`src/design/f2r_div.sv`:
```
`default_nettype none
module f2r_div (
	input  wire logic        clk,
	input  wire logic        arst_n,
	input  wire logic        start,
	input  wire logic [63:0] dividend,
	input  wire logic [63:0] divisor,
	output logic             busy,
	output logic [63:0]      quot,
	output logic [63:0]      rem
);
	logic [63:0] q_q;
	logic [63:0] r_q;
	logic [63:0] d_q;
	logic [6:0]  cnt_q;
	logic [64:0] trial;

	assign trial = {r_q, q_q[63]} - {1'b0, d_q};

	always_ff @(posedge clk or negedge arst_n) begin
		if (!arst_n) begin
			cnt_q <= '0;
		end else if (start) begin
			cnt_q <= 7'd64;
		end else if (cnt_q != '0) begin
			cnt_q <= cnt_q - 7'd1;
		end
	end

	always_ff @(posedge clk) begin
		if (start) begin
			q_q <= dividend;
			r_q <= '0;
			d_q <= divisor;
		end else if (cnt_q != '0) begin
			if (!trial[64]) begin
				r_q <= trial[63:0];
				q_q <= {q_q[62:0], 1'b1};
			end else begin
				r_q <= {r_q[62:0], q_q[63]};
				q_q <= {q_q[62:0], 1'b0};
			end
		end
	end

	assign busy = (cnt_q != '0);
	assign quot = q_q;
	assign rem  = r_q;
endmodule
`default_nettype wire

```
`config.mk`:
```
export PLATFORM = sky130hd
export DESIGN_NAME = f2r_div
export DESIGN_NICKNAME = d
export VERILOG_FILES = /design/src/design/f2r_div.sv
export SDC_FILE = /design/constraint.sdc
export NUM_CORES = 1
export LEC_CHECK = 0
export BUFFER_PORTS_ARGS = -buffer_cell sky130_fd_sc_hd__clkbuf_2
export CORE_MARGIN = 10
export CORE_UTILIZATION = 30
export CTS_CLUSTER_DIAMETER = 200
export DETAILED_ROUTE_END_ITERATION = 12
export PLACE_DENSITY = 0.57
export REMOVE_ABC_BUFFERS = 1
export SYNTH_ARGS = -nofsm -noshare
export SYNTH_HDL_FRONTEND = slang
export SYNTH_SLANG_ARGS = --single-unit
```
`constraint.sdc`:
```
create_clock -name clk -period 4.4 [get_ports clk]
set_clock_uncertainty 0.05 [all_clocks]
set_input_delay 1.1 -clock clk [delete_from_list [all_inputs] [get_ports clk]]
set_output_delay 1.1 -clock clk [all_outputs]
set_load 0.01 [all_outputs]
```
==> metrics.md, run 1 <==
| Metric | Value |
|---|---|
| Status | `finished, final reports clean` |
| Setup tns final | `0 ps` |
| Drc violations | `0` |
| EDFF count, synth | `approximately 130` |
| Synthesis Warnings | `0` |
| Max incr delay on CP | `between 600 and 700 ps` |
| # clock sinks | `~200` |
| Worst reg2reg endpoint | `rem[35]` |
| Hold WC Path Type | `in -> async` |
| Worst-skew pair later-pin latency | `between 400 and 500 ps` |
| Final nets | `roughly 1700` |
| 1st-pass router iterations | `5` |
| RSZ-0062 raised after global routing | `no` |
| Core box area | `around 0.04 mm^2` |
| Tcrit/Tclk final | `0.9111` |
| Power Dens Cells | `between 600 and 700 mW/mm^2` |
| Worst R2R Path Depth | `12` |
| CP Max Fanout | `21` |
| Reg2Reg Setup Slack | `about 400 ps` |
| Slew @ Worst Pin | `roughly 1100 ps` |
| CP required | `4710 ps` |
| Synth top area share | `0.3217` |
| WP data arrival | `4320 ps` |
| Synth area leaders | `edfxtp_1 32%, dfxtp_1 11%, ha_1 6.8%, mux2_2 5.9%, nand2_1 4.8%` |
| Top_reg_cell synth | `edfxtp_1` |
| Post-DP Area | `around 0.014 mm^2` |
| Setup violators final | `0` |
| Post-Syn Area | `0.01195 mm^2` |
| VDD IR max | `0.0003750 V` |
| Worst setup EP type | `flip-flop` |
| Hold-fix buffers at CTS | `0` |
| Total number of vias | `10210` |
| Site row count | `73` |
| Slowest CP cell | `xnor2_2` |
| Routed wire length | `~39000 um` |
| Die area | `0.04820 mm^2` |
| Share of post-route cells with drive strength above 1 | `0.2600` |
| CTS tree | `built` |
| First-pass GRT wire length | `between 50000 and 60000 um` |
| Hold_ws | `roughly 410 ps` |
| Final HPWL DP | `between 30000 and 40000 um` |
| Crit Path Category | `reg -> reg` |
| Crit path time final | `~4000 ps` |
| Post-Syn Area per Cell | `approximately 9.5 um^2` |
| Setup WS post-layout | `391.1 ps` |
| Pleak | `approximately 6.1 nW` |
| Pin count of the biggest net entering global routing | `~110` |
| #FFs+latches synth | `199` |
| Setup WS pre-CTS | `around 410 ps` |
| Synth cell types | `69` |
| Setup Buffers After CTS | `0` |
| Fill count | `about 4100` |
| Root Buffer | `clkbuf_16` |
| Die Wd | `219.6 um` |
| Vias in the first global route | `~10000` |
| Max Cap Viol | `0` |
| ANT cells | `0` |
| Endpoints failing hold | `0` |
| Fmax | `249.4 MHz` |
| Routed Antenna Nets | `0` |
| Area Growth Syn to Fin | `19.41%` |
| Async SR Flop Fraction | `0.03518` |
| Cells after synthesis | `between 1000 and 1500` |
| Vias per inst | `slightly above 5` |
| Post-route cell area | `approximately 0.014 mm^2` |
| CP Cell Sequence | `ha_1 > a21oi_1 > o21ai_0 > a221o_1 > a21oi_1 > o211ai_1 > a21o_2 > a31o_4 > xnor2_2 > buf_4 > a21oi_1 > a211oi_1` |
| Buffers added on ports | `259` |
| # IOs | `260` |
| Cts repair resizes | `0` |
| DRT iter0 DRCs | `approximately 570` |
| Antenna violations before repair | `5` |
| Crit path launch type | `flip-flop` |
| Most used cell, CP | `a21oi_1` |
| Grt total ovfl | `0` |
| Die Y | `219.6 um` |
| Rel. slew slack | `0.2344` |
| CTS H-Tree Depth | `4` |
| Register area share after synthesis | `0.4437` |
| Final Max Tran Viols | `0` |
| CTS clk-pin slew, worst paths | `80 ps` |
| CTS buffer count | `17` |
| Initial Utilization | `0.3021` |
| GR Util All Layers | `0.1586` |
| Reg-to-Reg Start | `rem[20]` |
| Wire per inst | `19.21 um` |
| Clk buf depth | `2` |
| Synth area leader | `edfxtp_1` |
| Placer Congestion | `0.8733` |
-- cell usage after synthesis, types with 13 or more instances --
cell        n
a21o_1     17
o21bai_1   16
nand2_1   152
a31oi_1    13
a311oi_1   44
xnor2_1    41
inv_1      88
mux2_2     63
a211oi_1   21
a21oi_1   105
xor2_1     18
or3_1      15
dfxtp_1    64
o21a_1     15
nand4_1    30
clkbuf_1   48
ha_1       65
nor2_1    110
edfxtp_1  128
o21ai_0    52
-- sequential cells by signal, indices dropped and copies added (netlist names) --
name,flops
quot,64
d_q,64
cnt_q,7
rem,64
-- cells by family after synthesis --
group | count (synthesis) | share of synthesized area
and+or+nand+nor | 375 | 0.1419
AOI/OAI and AO/OA | 325 | 0.1793
DFF | 199 | 0.4437
buffers and inverters | 161 | 0.06022
muxes | 66 | 0.06190
adders and majority gates | 66 | 0.06975
xor gates and xnor gates | 59 | 0.04325
-- worst max path at each step --
stage / from / end / slack [ps] / cells after the start
finish: rem[20] / rem[35] / 390 / 12
CTS: rem[20] / rem[35] / 380 / 12
global placement: quot[63] / rem[35] / 560 / 14
global route: d_q[21] / rem[35] / 90 / 13
floorplan: rem[24] / rem[34] / -820 / 11
detailed placement: rem[20] / rem[35] / 410 / 12
-- final cells by class --
| class | count | area [um^2] | share of cell area |
|---|---|---|---|
| clock buffer | 17 | 425.4 | 0.02982 |
| multi-input combinational | 891 | 5946 | 0.4168 |
| tap | 525 | 656.9 | 0.04605 |
| timing repair buffer | 271 | 1430 | 0.1003 |
| clock inverter | 15 | 175.2 | 0.01228 |
| sequential | 199 | 5300 | 0.3715 |
| inverter | 88 | 331.6 | 0.02324 |
-- per-stage QoR --
step | total power [mW] | utilization | std cells
floorplan | 5.741 | - | 1178
global placement | 7.266 | 0.3455 | 1974
detailed placement | 7.292 | 0.3455 | 1974
CTS | 8.990 | 0.3607 | 2006
global route | 9.582 | 0.3607 | 2006
finish | 8.896 | 0.3607 | 2006
-- critical path, delay by kind of cell (launching register included) --
family / cells / cell delay, ps
AO/OA/AOI/OAI: 9 / 2040
adder cells (fa/ha/maj): 1 / 420
buffers and inverters: 1 / 400
XOR/XNOR: 1 / 660
flip-flops: 1 / 340
-- layer usage --
layer	part of all wire	GRT usage	routed length (um)
met5	0.0015	0	56
met1	0.43	0.1956	16680
met4	0.013	0.03792	482
met3	0.094	0.06335	3613
met2	0.46	0.2542	17690
-- placed cells by master, fill, tap and decap left out, types with 6 or more instances in the layout --
master and instances:
and2_1 6, dfxtp_1 64, mux2_2 63, xor2_1 18
nor4_1 6, o211ai_1 8, or3_1 14, a21oi_1 105
a31oi_1 13, nand4_1 30, xnor2_1 39, edfxtp_1 128
dfrtp_1 7, buf_4 9, nand2b_1 10, nor3_1 12
clkbuf_16 17, ha_1 65, o21a_1 15, nand3_1 10
inv_1 87, a311oi_1 44, clkbuf_2 258, nor2_1 109
o21ai_0 52, o21bai_1 16, nand2_1 152, a21o_1 17
a211oi_1 21
-- power by group --
| group | internal [mW] | switching, mW |
|---|---|---|
| Clock | 0.817 | 0.840 |
| Combinational | 1.72 | 2.66 |
| Sequential | 2.47 | 0.389 |
| Total | 5.00 | 3.89 |
(Power assumes the default switching activity.)
==> inputs of run 2 (changes only) <==
--- a/config.mk
+++ b/config.mk
@@ -5,7 +5,7 @@
 export SDC_FILE = /design/constraint.sdc
 export NUM_CORES = 1
 export LEC_CHECK = 0
-export BUFFER_PORTS_ARGS = -buffer_cell sky130_fd_sc_hd__clkbuf_2
+export BUFFER_PORTS_ARGS = -buffer_cell sky130_fd_sc_hd__buf_2
 export CORE_MARGIN = 10
 export CORE_UTILIZATION = 30
 export CTS_CLUSTER_DIAMETER = 200
==> metrics.md, run 2 (synthesis results as in run 1) <==
| Metric | Value |
|---|---|
| RSZ-0062 raised after global routing | `no` |
| # IOs | `260 (unchanged)` |
| Antenna violations before repair | `9 (+4)` |
| Power Dens Cells | `618.7 mW/mm^2 (-0.79%)` |
| Vias in the first global route | `10380 (-0.49%)` |
| Grt total ovfl | `0 (unchanged)` |
| Share of post-route cells with drive strength above 1 | `0.2606 (+0.0006752)` |
| Placer Congestion | `0.8835 (+1.2%)` |
| Slowest CP cell | `xnor2_2` |
| Hold-fix buffers at CTS | `0 (unchanged)` |
| Fill count | `4087 (+0.34%)` |
| DRT iter0 DRCs | `637 (+11%)` |
| Worst-skew pair later-pin latency | `460 ps (about the same)` |
| Max incr delay on CP | `660 ps (about the same)` |
| Slew @ Worst Pin | `1135 ps (-12.88 ps)` |
| CTS buffer count | `17 (unchanged)` |
| Wire per inst | `19.08 um (-0.66%)` |
| Clk buf depth | `2 (unchanged)` |
| Total number of vias | `10150 (-0.59%)` |
| Routed Antenna Nets | `0 (unchanged)` |
| Cts repair resizes | `0 (unchanged)` |
| VDD IR max | `0.0003686 V (-1.7%)` |
| Setup Buffers After CTS | `0 (unchanged)` |
| CTS H-Tree Depth | `4 (unchanged)` |
| Site row count | `73 (unchanged)` |
| Setup WS pre-CTS | `441.3 ps (+28.36 ps)` |
| Setup WS post-layout | `429.2 ps (+38.10 ps)` |
| Pin count of the biggest net entering global routing | `112 (unchanged)` |
| Commonest cells after routing, fill and taps aside | `258 x buf_2, 152 x nand2_1, 128 x edfxtp_1` |
| Hold WC Path Type | `in -> async` |
| First-pass GRT wire length | `59120 um (-1.2%)` |
| Final cell count without fillers | `2007 (+0.050%)` |
| Vias per inst | `5.056 (-0.64%)` |
| 1st-pass router iterations | `5 (unchanged)` |
| Routed wire length | `38290 um (-0.62%)` |
| Die area | `0.04820 mm^2 (unchanged)` |
| CTS clk-pin slew, worst paths | `80 ps (about the same)` |
| Final HPWL DP | `30000 um (-0.56%)` |
| Final nets | `1665 (unchanged)` |
| CP Max Fanout | `21 (unchanged)` |
| Finished Core Util | `0.3606 (about the same)` |
| Status | `finished, final reports clean` |
| WP data arrival | `4290 ps (-30 ps)` |
| Worst setup EP type | `flip-flop` |
| Max Cap Viol | `0 (unchanged)` |
| Core box area | `0.03955 mm^2 (unchanged)` |
| Drc violations | `0 (unchanged)` |
| Total power | `8.823 mW (-0.82%)` |
| Setup violators final | `0 (unchanged)` |
| Initial Utilization | `0.3021 (unchanged)` |
| GR Util All Layers | `0.1573 (-0.001278)` |
| Buffers added on ports | `259 (unchanged)` |
| CTS tree | `built` |
| Rel. slew slack | `0.2430 (+0.008589)` |
| Crit Path Category | `reg -> reg` |
| Most common cell after layout, fill and taps aside | `buf_2` |
| Die Wd | `219.6 um (unchanged)` |
| Final Max Tran Viols | `0 (unchanged)` |
| Most used cell, CP | `a21oi_1` |
| Endpoints failing hold | `0 (unchanged)` |
| Crit path time final | `3971 ps (-38.10 ps)` |
| Post-Place Cells | `1974 (unchanged)` |
| Root Buffer | `clkbuf_16` |
| CP Cell Sequence | `inv_1 > ha_1 > a21oi_1 > o21ai_0 > a221o_1 > a21oi_1 > o211ai_1 > a21o_2 > a31o_4 > xnor2_2 > buf_4 > nand2_1 > a311oi_1` |
| Area Growth Syn to Fin | `19.37% (about the same)` |
| Tcrit/Tclk final | `0.9024 (-0.008658)` |
| Crit path launch type | `flip-flop` |
| Pleak | `6.077 nW (about the same)` |
| Die Y | `219.6 um (unchanged)` |
| CP required | `4720 ps (about the same)` |
| Fmax | `251.8 MHz (+0.96%)` |
| # clock sinks | `199 (unchanged)` |
run 2: changes by cell type in the layout (fill, tap and decap cells not counted), sizes merged:
| cell | before | now |
|---|---|---|
| buf | 13 | 271 |
| clkbuf | 275 | 19 |
| clkinv | 7 | 3 |
| clkinvlp | 0 | 2 |
| bufinv | 1 | 0 |
| diode | 0 | 1 |
| inv | 95 | 96 |
run 2: final cells by class:
type                       count  area, um^2  share of cell area
inverter                      88       331.6             0.02325
tap                          525       656.9             0.04606
sequential                   199        5300              0.3717
timing repair buffer         271        1443              0.1012
multi-input combinational    891        5946              0.4170
antenna                        1       2.502           0.0001755
clock buffer                  19       454.2             0.03185
clock inverter                13       126.4            0.008862
run 2: routing by layer:
layer	GRT usage	vias up	wire (um)
met3	0.06294	39	3485
met4	0.04275	14	554
li1	-	4966	-
met1	0.1905	4805	16400
met5	0	-	75
met2	0.2541	323	17770
run 2: report_power, final:
| group | switching [mW] | internal (mW) | leakage (nW) |
|---|---|---|---|
| logic | 2.66 | 1.73 | 3.88 |
| registers | 0.376 | 2.47 | 1.91 |
| clock network | 0.801 | 0.788 | 0.281 |
run 2: per-stage QoR:
stage / setup TNS [ps] / area (um^2) / hold slack [ps]
2_1_floorplan: -48630 / 11560 / 415.8
3_3_place_gp: 0 / 13680 / 442.6
3_5_place_dp: 0 / 13680 / 451.9
4_1_cts: 0 / 14260 / 382.8
5_1_grt: 0 / 14260 / 393.0
6_report: 0 / 14260 / 407.8
run 2: path summary, 6_finish.rpt:
path,start,to,slack [ps],cells past startpoint
max,d_q[21],rem[28],430,13
min,arst_n,cnt_q[3],410,1
max reg2reg,d_q[21],rem[28],430,13
min reg2reg,rem[11],rem[12],460,2
max in group asynchronous,arst_n,cnt_q[2],3730,1
min in group clk,rem[11],rem[12],460,2
run 2: critical path: cells and delay by family, from the launching register on:
kind | cells | cell delay [ps]
AOI/OAI and AO/OA | 8 | 1920
xor gates and xnor gates | 1 | 660
buffers and inverters | 2 | 440
adders and majority gates | 1 | 390
DFF | 1 | 330
and+or+nand+nor | 1 | 80
